File: src/design/hwc_pkg.sv
package hwc_pkg;

    localparam int LEN_W   = 13;
    localparam int IDX_W   = 12;
    localparam int TURN_W  = 32;
    localparam int ANG_W   = 31;
    localparam int SQ_W    = 32;
    localparam int HORNER_STEPS = 7;

    localparam logic [1:0] ST_OK    = 2'd0;
    localparam logic [1:0] ST_RANGE = 2'd1;
    localparam logic [1:0] ST_SHORT = 2'd2;

    localparam logic REG_LENGTH = 1'b0;
    localparam logic REG_MODE   = 1'b1;

    localparam logic [31:0] PI_Q30  = 32'd3373259426;
    localparam logic [30:0] Q30_ONE = 31'h4000_0000;

    // Divisors of the cosine series and their truncated reciprocals, floor(2^32 / k).
    localparam logic [7:0] HORNER_K [HORNER_STEPS] = '{
        8'd182, 8'd132, 8'd90, 8'd56, 8'd30, 8'd12, 8'd2
    };
    localparam logic [31:0] HORNER_M [HORNER_STEPS] = '{
        32'd23598721, 32'd32537631, 32'd47721858, 32'd76695844,
        32'd143165576, 32'd357913941, 32'd2147483648
    };

    typedef struct packed {
        logic       valid;
        logic [1:0] status;
        logic       flip;
    } hwc_tag_t;

endpackage

File: src/design/hwc_horner_cell.sv
module hwc_horner_cell #(
    parameter int STEP = 0
) (
    input  logic                   clk,
    input  logic                   rst_n,
    input  logic                   adv,
    input  hwc_pkg::hwc_tag_t      tag_i,
    input  logic [31:0]            x2_i,
    input  logic [30:0]            h_i,
    output hwc_pkg::hwc_tag_t      tag_o,
    output logic [31:0]            x2_o,
    output logic [30:0]            h_o
);
    import hwc_pkg::*;

    localparam logic [7:0]  K = HORNER_K[STEP];
    localparam logic [31:0] M = HORNER_M[STEP];

    hwc_tag_t       tag1_reg;
    hwc_tag_t       tag2_reg;
    hwc_tag_t       tag3_reg;
    logic [SQ_W-1:0] x2a_reg;
    logic [SQ_W-1:0] x2b_reg;
    logic [SQ_W-1:0] x2c_reg;
    logic [31:0]     a1_reg;
    logic [31:0]     a2_reg;
    logic [31:0]     q0_reg;
    logic [ANG_W-1:0] h_reg;

    logic [62:0]     prod1;
    logic [63:0]     prod2;
    logic [31:0]     rem;
    logic [31:0]     q;
    logic [ANG_W-1:0] h_next;

    // The quotient estimate from the reciprocal is at most one short; the remainder fixes it.
    always_comb
    begin
        prod1  = {31'b0, x2_i} * {32'b0, h_i};
        prod2  = {32'b0, a1_reg} * {32'b0, M};
        rem    = a2_reg - 32'(q0_reg * {24'b0, K});
        q      = q0_reg + ((rem >= {24'b0, K}) ? 32'd1 : 32'd0);
        h_next = (q >= {1'b0, Q30_ONE}) ? '0 : ANG_W'({1'b0, Q30_ONE} - q);
    end

    always_ff @(posedge clk or negedge rst_n)
    begin
        if (!rst_n)
        begin
            tag1_reg <= '0;
            tag2_reg <= '0;
            tag3_reg <= '0;
        end
        else if (adv)
        begin
            tag1_reg <= tag_i;
            tag2_reg <= tag1_reg;
            tag3_reg <= tag2_reg;
        end
    end

    always_ff @(posedge clk)
    begin
        if (adv)
        begin
            x2a_reg <= x2_i;
            x2b_reg <= x2a_reg;
            x2c_reg <= x2b_reg;
            a1_reg  <= prod1[61:30];
            a2_reg  <= a1_reg;
            q0_reg  <= prod2[63:32];
            h_reg   <= h_next;
        end
    end

    assign tag_o = tag3_reg;
    assign x2_o  = x2c_reg;
    assign h_o   = h_reg;

endmodule

File: config.mk
export PLATFORM = sky130hd
export DESIGN_NAME = hwc_horner_cell
export DESIGN_NICKNAME = d
export VERILOG_FILES = /design/src/design/hwc_pkg.sv /design/src/design/hwc_horner_cell.sv
export SDC_FILE = /design/constraint.sdc
export NUM_CORES = 2
export LEC_CHECK = 0
export ABC_AREA = 1
export BUFFER_PORTS_ARGS = -buffer_cell sky130_fd_sc_hd__buf_2
export CAP_MARGIN = 5
export CORE_MARGIN = 3
export CORE_UTILIZATION = 60
export DETAILED_ROUTE_END_ITERATION = 8
export HOLD_SLACK_MARGIN = 0.1
export PLACE_DENSITY = 0.8
export SETUP_SLACK_MARGIN = 0.5
export SLEW_MARGIN = 0
export SYNTH_ARGS = -nofsm -noshare
export SYNTH_HDL_FRONTEND = slang
export SYNTH_SLANG_ARGS = --single-unit
File: constraint.sdc
create_clock -name clk -period 7.7 [get_ports clk]
set_clock_uncertainty 0.05 [all_clocks]
set_input_delay 1.155 -clock clk [delete_from_list [all_inputs] [get_ports clk]]
set_output_delay 1.155 -clock clk [all_outputs]
set_load 0.1 [all_outputs]
# Yosys cells after proc, flatten, opt, wreduce, memory -nomap -nowiden
# Cells that the tools add are included.
[word_totals]
reg_bits = 228
latch_bits = 0
ramBits = 0
mem_bits_ro = 0
input_bits = 70
output_inout_bits = 67
word_cells = 25
memories = 0
[classes]
n_addsub = 3
n_mul = 3
n_div = 0
n_lt_le_gt_ge = 2
n_eq_ne = 0
shifts = 0
muxes = 1
bitwise = 0
n_reduce_logical = 0
[ops]
columns = ["operator", "count"]
rows = [
  ["multiplier 32 x 31 -> 62 bit", 1],
  ["multiplier 32 x 25 -> 57 bit (second input constant)", 1],
  ["greater-or-equal comparator 32 x 8 -> 1 bit (second input constant)", 1],
  ["subtractor 32 bit", 1],
  ["greater-or-equal comparator 26 x 31 -> 1 bit (second input constant)", 1],
  ["multiplier 25 x 7 -> 31 bit (second input constant)", 1],
  ["subtractor 31 x 26 -> 31 bit (first input constant)", 1],
  ["adder 25 x 1 -> 26 bit", 1],
  ["2-to-1 mux 1 bit", 1],
]

# Depth between registers and ports, before layout
[logic_depth]
ltp_word = 6
depth_mapped = 48
depth_no_buf = 48

# Least setup slack after synthesis
# No wires, ideal clock.
[synth_path]
path_type = "input to register"
start = "input port x2_i[19]"
end = "register a1_reg[21], data pin"
setup_time_ns = 0.252
t_arrival_ns = 7.126
t_required_ns = 7.398
slack_ns = 0.272
stages = 28
n_path_buf = 1
cell_sequence = "clkbuf_1 nand2_1 fa_1 inv_1 fa_1 fa_1 inv_1 fa_1 inv_1 fa_1 inv_1 fa_1 inv_1 fa_1 inv_1 fa_1 inv_1 ha_1 a21oi_1 inv_1 a31oi_1 nand2_1 a21oi_1 nor2_1 a211oi_1 nand2_1 nand2_1 nand2_1"
[synth_between]
elab_chain_cells = 1
[synth_rtl]
columns = ["element", "line_no", "rtl"]
rows = [
  ["start, declared", "hwc_horner_cell.sv:8", "input logic [31:0] x2_i,"],
  ["multiplier 32 x 31 -> 62 bit", "hwc_horner_cell.sv:39", "prod1 = {31'b0, x2_i} * {32'b0, h_i};"],
  ["named net prod1[51]", "hwc_horner_cell.sv:30", "logic [62:0] prod1;"],
  ["end signal, assigned", "hwc_horner_cell.sv:69", "a1_reg <= prod1[61:30];"],
  ["end, declared", "hwc_horner_cell.sv:25", "logic [31:0] a1_reg;"],
]
# The timed path passes the listed nets, and every way through them passes these cells.
# A chain may end at the register's enable or synchronous reset.

# Final worst setup path
[layout_path]
start = "register q0_reg[2]"
end = "register h_reg[16], in the netlist h_o[16], data pin"
[layout_between]
elab_chain_cells = 6
word_cells_on_any_way = 7
classes_between = "add/sub: 3; mul: 1; order compare: 2; mux: 1"
[layout_rtl]
columns = ["element", "line_no", "rtl"]
rows = [
  ["start, declared", "hwc_horner_cell.sv:27", "logic [31:0] q0_reg;"],
  ["start signal, assigned", "hwc_horner_cell.sv:71", "q0_reg <= prod2[63:32];"],
  ["multiplier 25 x 7 -> 31 bit", "hwc_horner_cell.sv:41", "rem = a2_reg - 32'(q0_reg * {24'b0, K});"],
  ["subtractor 32 bit", "hwc_horner_cell.sv:41", ""],
  ["greater-or-equal comparator 32 x 8 -> 1 bit", "hwc_horner_cell.sv:42", "q = q0_reg + ((rem >= {24'b0, K}) ? 32'd1 : 32'd0);"],
  ["2-to-1 mux 1 bit", "hwc_horner_cell.sv:42", ""],
  ["adder 25 x 1 -> 26 bit (*)", "hwc_horner_cell.sv:42", ""],
  ["subtractor 31 x 26 -> 31 bit or greater-or-equal comparator 26 x 31 -> 1 bit (tied branches)", "hwc_horner_cell.sv:43", "h_next = (q >= {1'b0, Q30_ONE}) ? '0 : ANG_W'({1'b0, Q30_ONE} - q);"],
  ["end signal, assigned", "hwc_horner_cell.sv:72", "h_reg <= h_next;"],
  ["end, declared", "hwc_horner_cell.sv:28", "logic [ANG_W-1:0] h_reg;"],
]
# Mark *: on every way between the ends. The rest lies on a longest branch, timed or not.

==> run metrics <==
RSZ-0062 raised after global routing true; antenna-violating nets left 0; number of vias per cell 5.50; DP Worst Slack -0.416 ns; PnR worst setup slack -0.0877 ns; clk sinks 227; area of the mapped netlist 56,400 um^2; CP max stage cell edfxtp_1; die area 97,800 um^2; Seq/Total Area, Yosys 12.0%; Final Hold Violating Endpoints 0; # rows 111; Startpoint Class flop; H-tree level count 1; Finished Layout Cells 8,616; residual DRC count 0; share of layout cells above drive strength 1 18.4%; Post-Syn Instances 6,721; largest net degree at the start of global routing 87; Crit path required time 8.06 ns; Relative slew margins 40.9%; failing checks negative setup slack; worst hold path class primary input to async pin; DIE HEIGHT 313 um; Synth cell types 48; cell family with most CP delay simple AND/OR/NAND/NOR gates; status finished, violations left; maxcap violations 0; fill count 6,586; hold_ws 0.297 ns; critical path class flop to flop; Synth top area share 39.2%; Routed WL 168 mm; initial antenna violation count 3; TritonCTS clock tree built; Finished Core Util 73.0%; Seq cells post-synth 227; largest cells by area after synthesis fa_1 39%, ha_1 13%, inv_1 12%, edfxtp_1 11%, nand2_1 11%; most common cell type on the critical path nand2_1; Vias 47,400; kind of end point of the critical path flop; clock buffer depth 3; min Tclk post-route 7.79 ns; # IOs 137; final setup fails 9; CP peak stage delay 0.52 ns; Tot GR Track Use 33.0%; Synth area leader fa_1; WL/cell 19.6 um; fmax 128 MHz; vias in the first global route 50,000; drt first-iter violations 3,843; Reg area 6760 um^2; drt first pass iters 6; worst-margin pin slew 0.886 ns; total core area 92,500 um^2; gp weighted congestion 0.980; area of the multi-input gates 44,600 um^2; critical-path maximum fanout 4; Post-DP HPWL 135 mm; final critical-path share of the clock period 101%; Port-buffer cells 136; yosys warns 0; cts bufs inserted 31; clock transition at the registers of the reported paths 0.07 ns; Synth Area per Inst 8.40 um^2; CTS Hold Bufs 0; Die W 313 um; Buf/Inv on CP 9; Syn Nets 8,499; Final nets 9,123; Worst-Skew Late Latency 0.65 ns; WP data arrival 8.15 ns; initial core utilization 61.0%; first-pass GRT wire length 257 mm; grt total ovfl 0; clock root buffer master clkbuf_16; Inst Count DP 8,447; Slew Limit Fails 0; Syn-to-layout area delta 19.6%
final cells by class:
| cell class | instances | share of cell area [%] |
|---|---|---|
| Antenna cell | 3 | 0.0111 |
| Tap cell | 1243 | 2.30 |
| Clock inverter | 24 | 0.376 |
| Multi-Input combinational cell | 4437 | 66.1 |
| Inverter | 1862 | 10.4 |
| Sequential cell | 227 | 10.0 |
| Timing Repair Buffer | 786 | 9.73 |
| Clock buffer | 34 | 1.17 |
synth_stat cells, drive strengths merged:
master,instances
xnor2,50
o211ai,4
mux2,4
a31oi,31
fa,1104
nor2,324
and3,2
nand3,125
a221oi,4
nor3b,3
nand3b,7
o221a,1
o211a,1
buf,2
and2,4
nand2,1612
nand4,49
o21ai,111
nor3,38
a21oi,207
edfxtp,215
o311ai,1
clkbuf,193
o31ai,1
a211oi,4
ha,604
xor2,91
a31o,3
inv,1862
or2,1
dfrtp,12
nor4,5
o221ai,1
a21o,20
o21bai,16
o21a,7
o2111ai,2
final timing paths:
path	startpoint	end	slack [ns]	cells after the start
setup / recovery	q0_reg[2]$_DFFE_PP_	h_o[16]$_DFFE_PP_	-0.09	45
hold / removal	rst_n	tag1_reg[3]$_DFFE_PN0P_	0.30	1
setup reg to reg	q0_reg[2]$_DFFE_PP_	h_o[16]$_DFFE_PP_	-0.09	45
hold reg to reg	x2b_reg[28]$_DFFE_PP_	x2_o[28]$_DFFE_PP_	0.36	0
max in group asynchronous	rst_n	tag2_reg[2]$_DFFE_PN0P_	7.08	1
min in group clk	x2b_reg[28]$_DFFE_PP_	x2_o[28]$_DFFE_PP_	0.36	0
per-layer routing:
| metal | part of all wire (%) | global-route usage, % |
|---|---|---|
| met2 | 48 | 56.0 |
| met3 | 9.2 | 5.47 |
| met1 | 37 | 42.6 |
| met4 | 5.4 | 12.8 |
| met5 | 0 | 0 |
metrics by stage:
step	setup TNS [ns]	cell area (um^2)
3_3_place_gp	-7.29	62500
3_5_place_dp	-11.65	62500
6_report	-0.473	67500
4_1_cts	0	65000
2_1_floorplan	0	56600
5_1_grt	-6.29	67500
placed cells by master, fill, tap and decap left out, types with 23 or more instances in the layout:
cell	count
xor2_1	65
nand2_2	70
buf_12	37
buf_4	559
xnor2_1	38
clkbuf_16	38
fa_1	1096
nor2_4	31
edfxtp_1	215
a31oi_1	23
nand3_1	103
nor2_2	69
nor3_1	24
a21oi_2	58
o21ai_0	73
a21oi_1	134
buf_2	93
inv_2	48
nor2_1	223
nand2_1	1522
buf_6	74
nand4_1	49
ha_1	536
inv_1	1812
ha_4	58
timing repair:
action / in CTS / in global routing
gates resized for setup: 247 / 493
setup endpoints to repair: 52 / 61
buffers inserted: 48 / 53
gates cloned: 0 / 7
pin swaps: 106 / 174
cell families after synthesis:
logic type	after synthesis	synth area share, %
xor gates and xnor gates	141	2.23
muxes	4	0.0798
and+or+nand+nor	2170	15.4
DFF	227	12.0
AOI/OAI and AO/OA	414	4.06
buffers and inverters	2057	13.7
adders and majority gates	1708	52.5
Power is left out: the tool's default activity adds up to more than one toggle a clock period on the data nets, which glitch-free logic cannot reach.
