## src/design/hwc_pkg.sv

```systemverilog
package hwc_pkg;

    localparam int LEN_W   = 13;
    localparam int IDX_W   = 12;
    localparam int TURN_W  = 32;
    localparam int ANG_W   = 31;
    localparam int SQ_W    = 32;
    localparam int HORNER_STEPS = 7;

    localparam logic [1:0] ST_OK    = 2'd0;
    localparam logic [1:0] ST_RANGE = 2'd1;
    localparam logic [1:0] ST_SHORT = 2'd2;

    localparam logic REG_LENGTH = 1'b0;
    localparam logic REG_MODE   = 1'b1;

    localparam logic [31:0] PI_Q30  = 32'd3373259426;
    localparam logic [30:0] Q30_ONE = 31'h4000_0000;

    // Divisors of the cosine series and their truncated reciprocals, floor(2^32 / k).
    localparam logic [7:0] HORNER_K [HORNER_STEPS] = '{
        8'd182, 8'd132, 8'd90, 8'd56, 8'd30, 8'd12, 8'd2
    };
    localparam logic [31:0] HORNER_M [HORNER_STEPS] = '{
        32'd23598721, 32'd32537631, 32'd47721858, 32'd76695844,
        32'd143165576, 32'd357913941, 32'd2147483648
    };

    typedef struct packed {
        logic       valid;
        logic [1:0] status;
        logic       flip;
    } hwc_tag_t;

endpackage

```

## src/design/hwc_div_cell.sv

```systemverilog
module hwc_div_cell (
    input  logic                   clk,
    input  logic                   rst_n,
    input  logic                   adv,
    input  hwc_pkg::hwc_tag_t      tag_i,
    input  logic [12:0]            den_i,
    input  logic [12:0]            rem_i,
    input  logic [31:0]            dq_i,
    output hwc_pkg::hwc_tag_t      tag_o,
    output logic [12:0]            den_o,
    output logic [12:0]            rem_o,
    output logic [31:0]            dq_o
);
    import hwc_pkg::*;

    logic              valid_reg;
    logic [1:0]        status_reg;
    logic [LEN_W-1:0]  den_reg;
    logic [LEN_W-1:0]  rem_reg;
    logic [TURN_W-1:0] dq_reg;
    logic [LEN_W:0]    trial;
    logic              ge;
    logic [LEN_W-1:0]  rem_next;
    logic [TURN_W-1:0] dq_next;

    // One restoring division step: bring down the next dividend bit, subtract if it fits.
    always_comb
    begin
        trial    = {rem_i, dq_i[TURN_W-1]};
        ge       = (trial >= {1'b0, den_i});
        rem_next = ge ? LEN_W'(trial - {1'b0, den_i}) : LEN_W'(trial);
        dq_next  = {dq_i[TURN_W-2:0], ge};
    end

    always_ff @(posedge clk or negedge rst_n)
    begin
        if (!rst_n)
        begin
            valid_reg <= 1'b0;
        end
        else if (adv)
        begin
            valid_reg <= tag_i.valid;
        end
    end

    always_ff @(posedge clk)
    begin
        if (adv)
        begin
            status_reg <= tag_i.status;
            den_reg    <= den_i;
            rem_reg    <= rem_next;
            dq_reg     <= dq_next;
        end
    end

    assign tag_o = '{valid: valid_reg, status: status_reg, flip: 1'b0};
    assign den_o = den_reg;
    assign rem_o = rem_reg;
    assign dq_o  = dq_reg;

endmodule

```

## config.mk

```make
export PLATFORM = sky130hd
export DESIGN_NAME = hwc_div_cell
export DESIGN_NICKNAME = d
export VERILOG_FILES = /design/src/design/hwc_pkg.sv /design/src/design/hwc_div_cell.sv
export SDC_FILE = /design/constraint.sdc
export NUM_CORES = 1
export LEC_CHECK = 0
export BUFFER_PORTS_ARGS = -buffer_cell sky130_fd_sc_hd__buf_2
export CAP_MARGIN = 20
export CORE_ASPECT_RATIO = 0.75
export CORE_MARGIN = 5
export CORE_UTILIZATION = 42
export CTS_CLUSTER_SIZE = 16
export DETAILED_ROUTE_END_ITERATION = 8
export GPL_ROUTABILITY_DRIVEN = 0
export GPL_TIMING_DRIVEN = 0
export PLACE_DENSITY = 0.77
export SLEW_MARGIN = 0
export SYNTH_ARGS = -nofsm -noshare
export SYNTH_HDL_FRONTEND = slang
export SYNTH_SLANG_ARGS = --single-unit
```

## constraint.sdc

```tcl
create_clock -name clk -period 0.8 [get_ports clk]
set_input_delay 0.08 -clock clk [delete_from_list [all_inputs] [get_ports clk]]
set_output_delay 0.08 -clock clk [all_outputs]
set_load 0.02 [all_outputs]
```

* After elaboration in Yosys (flattened, before gate mapping) *
Index checks and enable logic that the tools add are counted.

cells by class
  muxes and demuxes = 1
  $add $sub $neg = 1
  order comparisons = 1

operators by type and width
  kind                                              number
  14-bit by 13-bit >= comparator with 1-bit output  1
  13-bit 2-to-1 mux                                 1
  13-bit subtractor                                 1

word-level totals
  logic and storage cells = 8
  register bits after elaboration = 61
  output and inout bits = 62

* Logic depth before layout (Yosys ltp) *
Gate-level depths: netlist (run 1).

  depth after elaboration = 2
  depth in mapped cells = 10
  mapped depth without buffers = 9

* Worst setup path after synthesis (run 1) *
Ideal clock, no wire load.

  path type = input-to-reg
  from = input port dq_i[31]
  to = register rem_reg[10], in the netlist rem_o[10], data pin
  slack = -1386 ps
  library setup time = 260 ps
  cell stages on the path = 10
  arrival = 1926 ps
  buffers on the path = 1
  cell sequence = inv_1 ha_1 fa_1 nand2b_1 a21oi_2 o21ai_2 a211oi_2 o32a_2 buf_12 mux2_4

on the way
  longest elaborated chain between the ends = 2
  elaborated cells between the ends (all ways) = 3
  those cells by class = 1 x add/sub; 1 x order compare; 1 x mux

RTL lines
  element                                           line                text
  from (decl)                                       hwc_div_cell.sv:8   input logic [31:0] dq_i,
  14-bit by 13-bit >= comparator with 1-bit output  hwc_div_cell.sv:30  ge = (trial >= {1'b0, den_i});
  named net ge                                      hwc_div_cell.sv:22  logic ge;
  13-bit 2-to-1 mux                                 hwc_div_cell.sv:31  rem_next = ge ? LEN_W'(trial - {1'b0, den_i}) : LEN_W'(trial);
  named net rem_next[10]                            hwc_div_cell.sv:23  logic [LEN_W-1:0] rem_next;
  to (signal assigned)                              hwc_div_cell.sv:53  rem_reg <= rem_next;
  to (decl)                                         hwc_div_cell.sv:19  logic [LEN_W-1:0] rem_reg;

The timed path passes the listed nets, and every way through them passes these cells.
A chain may end at the register's enable or synchronous reset.

* Final worst setup path (run 1) *
  from = input port dq_i[31]
  to = register rem_reg[4], in the netlist rem_o[4], data pin

on the way
  longest elaborated chain between the ends = 2
  elaborated cells between the ends (all ways) = 3
  those cells by class = 1 x add/sub; 1 x order compare; 1 x mux

RTL lines
  element                                                                                       line
  13-bit subtractor / 14-bit by 13-bit >= comparator with 1-bit output (equally long branches)  hwc_div_cell.sv:31, hwc_div_cell.sv:30
  13-bit 2-to-1 mux (*)                                                                         hwc_div_cell.sv:31
  named net rem_next[4]                                                                         hwc_div_cell.sv:23

Mark *: on every way through the listed nets, which the timed path passes. The rest lies on a longest branch.

==> results by group, run 1 <==
Synthesis
  – Synth Cell Area: 2710 um2
  – Seq/Total Area, Yosys: 67.5%
  – Avg Cell Area, Syn: 15.6 um2
  – Count of cell types in the netlist: 43
  – Synth Flop Type: edfxtp_1
  – Post-synth ARST share: 1.64%
  – Synth top area share: 66.6%
  – Yosys Warn Count: 0
  – Post-synth top cells: edfxtp_1 (60), inv_1 (15), ha_1 (13)
  – Mapped Nets: 252
  – Post-synth EDFFs: 60
  – Seq cells post-synth: 61
  – Top cells by area, synth: edfxtp_1 (67%), ha_1 (6.0%), mux2_4 (3.9%)
  – Area leader, netlist: edfxtp_1
  – Mapped Cells: 173
  – Most frequent cell after synthesis: edfxtp_1

Floorplan
  – Row count: 25
  – Die Ht: 79.5 um
  – Ports: 127
  – Placeable Area: 6290 um2
  – DIE AREA: 8170 um2
  – Die W: 103 um
  – Initial core utilization: 43.0%

Power and ir drop
  – Total Power: 9.24 mW
  – PD cells: 1990 nW/um2
  – Worst IR drop on VDD: 1.11 mV
  – Lkg Pwr: 2.06 nW

Timing
  – Fmax: 0.501 GHz
  – Final setup violation count: 76
  – Fin crit period: 2000 ps
  – Final hold viol count: 0
  – Max Slew Vio Count: 0
  – Period utilization: 250%
  – Setup TNS: -24570 ps
  – Worst Skew: 0 ps
  – Final setup margin: -1200 ps
  – RSZ-0062 raised after global routing: yes

Detailed routing
  – Routed WL per cell: 18.2 um
  – Post-DRT Antenna Nets: 0
  – Via count: 2201
  – WL final: 8300 um
  – DR pass1 iterations: 4
  – DR iter-0 viols: 57
  – Post-route DRC violation count: 0
  – Vias per inst: 4.84

Layout
  – Number of flip-flops in the largest register: 32
  – Fraction of layout cells with a size suffix above 1: 47.9%
  – Final Non-Filler Cells: 455
  – Ant diodes: 0
  – Area growth syn-to-layout: 71.6%
  – Nets: 448

Clocking
  – Clk Tree Root Cell: clkbuf_8
  – Clock transition at the registers of the reported paths: 80 ps
  – Worst skew pair latency: 330 ps
  – Htree depth: 3
  – CTS tree: built
  – Max Root-Sink Buffers: 2
  – CTS sink cnt: 61
  – Num CTS Buffers: 9

Flow run
  – Max_cap viols: 0

GRT
  – First-pass GRT wire length: 11500 um
  – Global route total overflow: 0
  – Initial antenna violation count: 0
  – Number of global-route vias before repair: 2320
  – Largest net degree at the start of global routing: 34
  – GRT Overall Usage: 19.0%

Setup path
  – Crit path DAT: 2080 ps
  – CP bufs+invs: 4
  – Worst path slowest cell: fa_2
  – Top delay family on crit path: compound AO/OA/AOI/OAI gates
  – CP Max Fanout: 3
  – Most frequent CP cell: buf_12
  – CP cell instances: buf_8 -> inv_12 -> ha_4 -> fa_2 -> nand2b_4 -> a21oi_4 -> o21ai_4 -> a211oi_2 -> o32a_4 -> buf_12 -> buf_12 -> mux2_4
  – Crit-path max cell delay: 340 ps
  – Critical Path End Type: flop
  – Setup CP Type: primary input to flop
  – Critical Path Source Type: primary input
  – Worst EP required: 880 ps

Placed design
  – Port Buffers: 124
  – Post-detail-place hpwl: 4850 um
  – Placed Cells incl. Taps: 379

Min path
  – Min-delay worst type: primary input to asynchronous set/reset pin

Run status
  – Failing checks: setup timing
  – Status: complete, but fails checks
-- per-stage QoR --
step                      hold WS [ps]  utilization [%]  instance area (um2)  worst slack [ps]
after global routing              40.2             73.9                 4640             -1220
after detailed placement          -142             55.7                 3500             -1620
final                             41.1             73.9                 4640             -1200
after floorplan                   -216                -                 2760             -1260
after global placement            -144             55.4                 3480             -1580
after CTS                         35.4             71.2                 4480             -1210
-- final timing paths --
check                                   endpoint                  start  depth (start not counted)  slack [ps]
setup / recovery              rem_o[4]$_DFFE_PP_               dq_i[31]                         12       -1200
setup reg to reg           valid_reg$_DFFE_PN0P_  valid_reg$_DFFE_PN0P_                          2         -90
hold / removal             valid_reg$_DFFE_PN0P_                  rst_n                          2          40
hold reg to reg            valid_reg$_DFFE_PN0P_  valid_reg$_DFFE_PN0P_                          2         650
max in group asynchronous  valid_reg$_DFFE_PN0P_                  rst_n                          2         680
min in group clk              rem_o[3]$_DFFE_PP_               rem_i[2]                          2          70
-- power breakdown --
part / switching, mW / internal, mW / total (mW) / leakage (nW)
Clock: 1.27 / 1.45 / 2.72 / 0.0996
Sequential: 0.150 / 3.89 / 4.04 / 0.599
Combinational: 1.14 / 1.34 / 2.48 / 1.36
Total: 2.56 / 6.67 / 9.24 / 2.06
-- worst register-to-register path, cell delays in order (launching register included) --
cell and delay (ps):
dfrtp_1 400, buf_4 140, mux2_2 250
-- final cells by class --
cell class	count	area, um2
plain buffers	1	7.51
clock buffers	9	124
clock inverters	7	73.8
fillers	409	1640
inverters	15	68.8
multi-input cells	94	857
flip-flops and latches	61	1830
well taps	81	101
repair buffers	187	1590
-- cells by family after synthesis --
| logic type | count (synthesis) | synth area share [%] |
|---|---|---|
| compound gates | 26 | 6.52 |
| xor+xnor | 9 | 2.91 |
| fa+ha+maj | 14 | 6.75 |
| buf+inv | 18 | 3.37 |
| flops | 61 | 67.5 |
| mux | 14 | 6.70 |
| other cells | 1 | 0.139 |
| simple gates | 30 | 6.10 |
-- per-layer routing --
metal	share of wire [%]	track usage, %	vias up	routed length [um]
met4	0.98	4.85	0	81
met2	52	34.5	112	4320
li1	-	-	1034	-
met1	37	21.0	1049	3080
met5	0	0	-	0
met3	9.9	6.81	6	823
-- layout by cell type (no fill, tap or decap), types with 3 or more instances in the layout --
cell and n:
a21oi_1 8, buf_12 4, buf_2 75, buf_4 9
buf_6 51, clkbuf_8 9, dlygate4sd3_1 48, edfxtp_1 60
ha_1 12, inv_1 14, mux2_4 11, nand2_1 4
nor2_1 8, o21ai_0 3, xnor2_1 4, xor2_1 5
-- what timing repair did --
item                                    4_1_cts  5_1_grt
endpoints found under the setup margin      109       75
pin swaps                                     1        2
hold endpoints to repair                     48        0
cloned                                        1        0
setup buffers                                11        4
hold buffers                                 48        0
gates resized for setup                      45       67
Note: power is estimated with default switching activity, not from simulation.
==> run 2: changes to the inputs <==
--- a/config.mk
+++ b/config.mk
@@ -5,11 +5,12 @@
 export SDC_FILE = /design/constraint.sdc
 export NUM_CORES = 1
 export LEC_CHECK = 0
+export ABC_AREA = 1
 export BUFFER_PORTS_ARGS = -buffer_cell sky130_fd_sc_hd__buf_2
 export CAP_MARGIN = 20
 export CORE_ASPECT_RATIO = 0.75
 export CORE_MARGIN = 5
-export CORE_UTILIZATION = 42
+export CORE_UTILIZATION = 43
 export CTS_CLUSTER_SIZE = 16
 export DETAILED_ROUTE_END_ITERATION = 8
 export GPL_ROUTABILITY_DRIVEN = 0
==> run 2 against run 1 <==
The flow still finishes with violations (setup timing). Via count increased by 27%. Cell count increased by 27%. Non-clock buffer count increased by 6. Final area increased by 12%. Sequential share of layout area decreased by 4.3 points. Worst hold slack improved by 6.5 ps. Combinational power increased by 11%. Clock power increased by 5%. Die area increased by 8.9%. Register-to-register slack improved by 140 ps. Power increased by 4.1%. Largest cell class unchanged. Highest routed layer unchanged.
==> results by group, run 2 <==
Run status
  – Status: complete, but fails checks
  – Failing checks: setup timing

Placed design
  – DP Area: 3990 um2 (+14%)
  – Port Buffers: 124 (unchanged)
  – Post-detail-place hpwl: 5560 um (+14%)

Power and ir drop
  – Lkg Pwr: 2.43 nW (+18%)
  – Clock share of power: 29.8% (+0.4 points)
  – Logic pwr share: 28.6% (+1.7 points)
  – Worst IR drop on VDD: 1.05 mV (-5.5%)
  – Total Power: 9.61 mW (+4.1%)
  – PD cells: 1840 nW/um2 (-7.3%)
  – Switching part of the total power: 28.3% (+0.61 points)
  – P_int: 6.89 mW (+3.2%)
  – Flop pwr share: 41.6% (-2.1 points)
  – Net switching power: 2.73 mW (+6.4%)

Setup path
  – Setup CP Type: primary input to flop
  – Crit path DAT: 1450 ps (-630 ps)
  – Critical Path End Type: flop
  – Worst EP required: 890 ps (about the same)
  – CP Max Fanout: 5 (+2)
  – Origin of the worst setup path: rem_i[8]
  – RR Startpoint: valid_reg$_DFFE_PN0P_
  – Critical Path Source Type: primary input

Floorplan
  – Placeable Area: 6860 um2 (+9.2%)
  – DIE AREA: 8890 um2 (+8.9%)
  – Initial core utilization: 44.4% (+1.4 points)
  – Die Ht: 82.9 um (+4.3%)
  – Row count: 26 (+4.0%)
  – Ports: 127 (unchanged)
  – Die W: 107 um (+4.4%)

Detailed routing
  – WL final: 9620 um (+16%)
  – Via count: 2800 (+27%)
  – Routed WL per cell: 16.6 um (-9.0%)
  – DR WL met3: 1040 um (+26%)
  – Post-route DRC violation count: 0 (unchanged)
  – Met2 wire length: 4940 um (+14%)
  – Vias per inst: 4.84 (about the same)
  – DR top layer: met4
  – Post-DRT Antenna Nets: 0 (unchanged)
  – M1 WL: 3410 um (+11%)
  – DR iter-0 viols: 219 (+280%)
  – DR pass1 iterations: 4 (unchanged)

Synthesis
  – Mapped Nets: 356 (+41%)
  – Synth top area share: 59.1% (-7.5 points)
  – Seq/Total Area, Yosys: 59.9% (-7.6 points)
  – Top cells by area, synth: edfxtp_1 (59%), nand2_1 (8.2%), inv_1 (6.9%)
  – Synth Flop Type: edfxtp_1
  – Post-synth ARST share: 1.64% (unchanged)
  – Mapped Cells: 277 (+60%)
  – Synth Cell Area: 3050 um2 (+13%)
  – Area leader, netlist: edfxtp_1
  – Seq cells post-synth: 61 (unchanged)
  – Avg Cell Area, Syn: 11.0 um2 (-30%)
  – Yosys Warn Count: 0 (unchanged)
  – Count of cell types in the netlist: 27 (-37%)
  – Post-synth EDFFs: 60 (unchanged)
  – Post-synth top cells: nand2_1 (67), edfxtp_1 (60), inv_1 (56)
  – Most frequent cell after synthesis: nand2_1

Timing
  – Fin crit period: 1350 ps (-644 ps)
  – Final hold viol count: 0 (unchanged)
  – Final setup violation count: 75 (-1.3%)
  – Setup TNS: -16130 ps (+8450 ps)
  – Period utilization: 169% (-80 points)
  – Final setup margin: -553 ps (+644 ps)
  – Max Slew Vio Count: 0 (unchanged)
  – Fmax: 0.739 GHz (+48%)
  – Worst Skew: 0 ps (unchanged)
  – RSZ-0062 raised after global routing: yes

GRT
  – Initial antenna violation count: 0 (unchanged)
  – Number of global-route vias before repair: 2856 (+23%)
  – First-pass GRT wire length: 14000 um (+21%)
  – GRT Overall Usage: 20.0% (+1.0 points)
  – Global route total overflow: 0 (unchanged)
  – Largest net degree at the start of global routing: 41 (+21%)

Clocking
  – CTS tree: built
  – Clk Tree Root Cell: clkbuf_8
  – Htree depth: 3 (unchanged)
  – CTS sink cnt: 61 (unchanged)
  – Worst skew pair latency: 330 ps (about the same)
  – Max Root-Sink Buffers: 2 (unchanged)
  – Clock transition at the registers of the reported paths: 70 ps (about the same)
  – Num CTS Buffers: 9 (unchanged)

Layout
  – Number of flip-flops in the largest register: 32 (unchanged)
  – Fraction of layout cells with a size suffix above 1: 50.1% (+2.2 points)
  – Multi-input gate area: 1230 um2 (+43%)
  – Layout fillers: 437 (+6.8%)
  – Area growth syn-to-layout: 71.1%
  – Nets: 556 (+24%)
  – Design Area, Final: 5220 um2 (+12%)
  – Sequential cell area: 1830 um2 (unchanged)
  – Most frequent cells in the layout: buf_2 (81), edfxtp_1 (60), nand2_1 (48), dlygate4sd3_1 (48), buf_6 (41)
  – Ant diodes: 0 (unchanged)
  – Commonest non-fill, non-tap cell in the layout: buf_2

Flow run
  – Max_cap viols: 0 (unchanged)

Min path
  – Min-delay worst type: primary input to asynchronous set/reset pin
[run 2: cell types whose count changed in the layout (fill, tap and decap cells not counted), moves of 6 or more]
cell / previous run / this run
nand2_1: 4 / 48
inv_1: 14 / 40
nand2_2: 0 / 19
inv_2: 0 / 14
nand2_4: 0 / 12
ha_1: 12 / 1
ha_4: 1 / 12
mux2_4: 11 / 0
buf_6: 51 / 41
nand4_1: 1 / 11
buf_4: 9 / 17
nand3_1: 2 / 10
o21ai_2: 0 / 7
buf_2: 75 / 81
[run 2: worst max-delay path, stage by stage]
cell	delay, ps
buf_8	100
ha_4	260
nand2_4	90
inv_4	40
nand2_4	50
nand2_4	60
a21oi_4	210
nand3_4	150
buf_12	160
buf_16	120
nand3_2	50
nand2_1	50
[run 2: timing repair]
action | CTS | global route
setup endpoints to repair | 107 | 75
resized for setup | 59 | 66
endpoints found under the hold margin | 48 | 0
hold buffers | 48 | 0
cloned | 2 | 0
pin swaps | 17 | 21
buffers inserted | 13 | 6
[run 2: power by group through the flow]
stage	clock network, mW	logic (mW)	registers (mW)
after floorplan	0	0.894	4.41
after global placement	0	1.95	3.99
after detailed placement	0	2.00	4.00
after CTS	2.97	2.49	3.94
after global routing	3.08	2.94	4.02
final	2.86	2.75	4.00
[run 2: final timing paths]
path | cells after the start | slack, ps | endpoint
min | 2 | 50 | valid_reg$_DFFE_PN0P_
max in group asynchronous | 2 | 670 | valid_reg$_DFFE_PN0P_
min reg2reg | 1 | 530 | valid_reg$_DFFE_PN0P_
min in group clk | 3 | 110 | rem_o[7]$_DFFE_PP_
max reg2reg | 1 | 50 | valid_reg$_DFFE_PN0P_
max | 12 | -550 | rem_o[9]$_DFFE_PP_
[run 2: cells by family after synthesis]
group                    after synthesis  share of synthesized area, %
other                                  1                         0.123
adder cells (fa/ha/maj)               14                          5.99
AND/OR/NAND/NOR                      120                          19.9
XOR/XNOR                               6                          1.72
buffers and inverters                 62                          8.82
multiplexers                           1                         0.369
AO/OA/AOI/OAI                         12                          3.20
flip-flops                            61                          59.9
[run 2: routing by layer]
| metal | track usage [%] | vias to the layer above |
|---|---|---|
| li1 | - | 1306 |
| met3 | 7.60 | 26 |
| met1 | 22.5 | 1321 |
| met4 | 6.16 | 0 |
| met5 | 0 | - |
| met2 | 34.9 | 147 |
[run 2: cell type report]
type	count	area share, %
Buffer	1	0.144
Clock buffer	9	2.37
Clock inverter	6	1.51
Inverter	57	4.44
Multi-Input combinational cell	154	23.5
Sequential cell	61	35.0
Tap cell	98	2.35
Timing Repair Buffer	193	30.7
[run 2: per-stage QoR]
step                setup WS (ps)  hold slack (ps)  std cells  utilization, %
finish                       -553             47.6        579            76.0
global route                 -595             40.1        579            76.0
CTS                          -500             34.5        576            72.9
detailed placement          -1010             -144        500            58.1
global placement             -993             -145        499            57.9
floorplan                    -671             -216        277               -
==> run 3: changes to the inputs <==
--- a/config.mk
+++ b/config.mk
@@ -16,6 +16,7 @@
 export GPL_ROUTABILITY_DRIVEN = 0
 export GPL_TIMING_DRIVEN = 0
 export PLACE_DENSITY = 0.77
+export REMOVE_ABC_BUFFERS = 1
 export SLEW_MARGIN = 0
 export SYNTH_ARGS = -nofsm -noshare
 export SYNTH_HDL_FRONTEND = slang
==> run 3 against run 2 <==
The run still ends with setup timing left. Sequential power hardly changed. Worst setup slack worse by 12 ps. Critical path depth is 1 lower. Clock-buffer cell count stayed put. Cell count is 1.6% higher. Via count is 16% higher. Sequential share of layout area is 1.4 points lower. Critical path type unchanged.
==> results by group, run 3 (synthesis results as in run 2) <==
Run status
  – Status: complete, but fails checks
  – Failing checks: setup timing

Placed design
  – Placed Cells incl. Taps: 495 (-1.0%)
  – Port Buffers: 124 (unchanged)
  – Post-detail-place hpwl: 5380 um (-3.1%)
  – Pre-CTS WS: -1240 ps (-228 ps)
  – DP Area: 3760 um2 (-5.9%)

Timing
  – Setup TNS: -17640 ps (-1510 ps)
  – Period utilization: 171% (+1.5 points)
  – Final hold viol count: 0 (unchanged)
  – Fin crit period: 1360 ps (+11.9 ps)
  – Max Slew Vio Count: 0 (unchanged)
  – Fmax: 0.733 GHz (-0.88%)
  – Worst Skew: 0 ps (unchanged)
  – Hold_ws: 43.1 ps (-4.55 ps)
  – Final setup margin: -565 ps (-11.9 ps)
  – RSZ-0062 raised after global routing: yes
  – Final setup violation count: 75 (unchanged)

Flow run
  – Max_cap viols: 0 (unchanged)

Layout
  – Most frequent cells in the layout: buf_2 (71), edfxtp_1 (60), buf_6 (55)
  – Fraction of layout cells with a size suffix above 1: 54.7% (+4.6 points)
  – Area growth syn-to-layout: 78.5%
  – Final Non-Filler Cells: 588 (+1.6%)
  – Post-Route Utilization: 79.3% (+3.3 points)
  – Ant diodes: 0 (unchanged)
  – Multi-input gate area: 1390 um2 (+13%)
  – Design Area, Final: 5440 um2 (+4.3%)
  – Number of flip-flops in the largest register: 32 (unchanged)
  – Commonest non-fill, non-tap cell in the layout: buf_2
  – Layout fillers: 328 (-25%)
  – Sequential cell area: 1830 um2 (unchanged)
  – Nets: 565 (+1.6%)

Floorplan
  – Row count: 26 (unchanged)
  – DIE AREA: 8890 um2 (unchanged)
  – Die Ht: 82.9 um (unchanged)
  – Initial core utilization: 44.4% (unchanged)
  – Die W: 107 um (unchanged)
  – Placeable Area: 6860 um2 (unchanged)
  – Ports: 127 (unchanged)

Setup path
  – Setup CP Type: primary input to flop
  – Worst EP required: 900 ps (about the same)
  – Critical Path End Type: flop
  – Crit path DAT: 1460 ps (about the same)
  – Critical Path Source Type: primary input
  – R2R setup slack: 20 ps (-30 ps)
  – CP Max Fanout: 5 (unchanged)

Detailed routing
  – DR pass1 iterations: 8 (+4)
  – Post-DRT Antenna Nets: 0 (unchanged)
  – Vias per inst: 5.54 (+15%)
  – WL final: 13400 um (+39%)
  – Post-route DRC violation count: 0 (unchanged)
  – Routed WL per cell: 22.8 um (+37%)
  – DR iter-0 viols: 318 (+45%)
  – Via count: 3260 (+16%)

Power and ir drop
  – Total Power: 10.1 mW (+5.6%)
  – PD cells: 1860 nW/um2 (+1.2%)
  – Worst IR drop on VDD: 0.840 mV (-20%)
  – Lkg Pwr: 2.51 nW (+3.0%)

GRT
  – Largest net degree at the start of global routing: 39 (-4.9%)
  – Initial antenna violation count: 0 (unchanged)
  – Number of global-route vias before repair: 3141 (+10%)
  – First-pass GRT wire length: 15800 um (+13%)
  – Global route total overflow: 0 (unchanged)
  – GRT Overall Usage: 23.4% (+3.4 points)

Clocking
  – CTS tree: built
  – Max Root-Sink Buffers: 2 (unchanged)
  – CTS sink cnt: 61 (unchanged)
  – Worst skew pair latency: 350 ps (+20 ps)
  – Clk Tree Root Cell: clkbuf_8
  – Num CTS Buffers: 9 (unchanged)
  – Clock transition at the registers of the reported paths: 70 ps (about the same)
  – Htree depth: 3 (unchanged)

Min path
  – Min-delay worst type: primary input to asynchronous set/reset pin
[run 3: cell types whose count changed in the layout (fill, tap and decap cells not counted), moves of 3 or more]
cell     before  now
inv_4         2    8
nand2_1      48   38
nor2_2        2    5
buf_2        81   71
buf_6        41   55
nor2_1        7    2
nand3_4       3    7
inv_2        14   10
buf_4        17   21
nand2_2      19   27
[run 3: worst paths after layout]
check / start / endpoint / cells past startpoint
max in group asynchronous: rst_n / valid_reg$_DFFE_PN0P_ / 2
hold reg to reg: valid_reg$_DFFE_PN0P_ / valid_reg$_DFFE_PN0P_ / 1
hold / removal: rst_n / valid_reg$_DFFE_PN0P_ / 2
setup reg to reg: valid_reg$_DFFE_PN0P_ / valid_reg$_DFFE_PN0P_ / 1
setup / recovery: den_i[5] / rem_o[8]$_DFFE_PP_ / 11
min in group clk: rem_i[6] / rem_o[7]$_DFFE_PP_ / 3
[run 3: metal layers]
| metal | vias up | GRT usage (%) | share of wire (%) |
|---|---|---|---|
| met5 | - | 0 | 0 |
| met4 | 0 | 14.6 | 7.5 |
| met1 | 1471 | 23.8 | 33 |
| met2 | 334 | 40.7 | 47 |
| li1 | 1334 | - | - |
| met3 | 121 | 7.98 | 13 |
[run 3: where the power goes]
| part | internal, mW | switching (mW) | total (mW) |
|---|---|---|---|
| combinational | 1.40 | 1.71 | 3.11 |
| clock | 1.71 | 1.31 | 3.01 |
| sequential | 3.88 | 0.145 | 4.02 |
[run 3: worst max-delay path, stage by stage]
cell,delay [ps]
buf_2,100
inv_2,50
ha_4,310
nand2_4,70
nor2_2,170
nand2_2,110
nand3_4,130
buf_6,130
nand2_4,80
nand4_1,140
nand2_1,90
[run 3: layout make-up]
class	instances	area share [%]
Inverter	57	4.30
Clock buffer	9	2.28
Sequential cell	61	33.6
Multi-Input combinational cell	159	25.5
Clock inverter	6	1.45
Timing Repair Buffer	198	30.6
Tap cell	98	2.25
[run 3: what timing repair did]
action | in CTS | in global routing
pin swaps | 25 | 32
hold buffers | 48 | 0
gates cloned | 5 | 0
gates resized for setup | 93 | 115
buffers inserted | 16 | 9
endpoints found under the setup margin | 113 | 75
hold endpoints to repair | 48 | 0
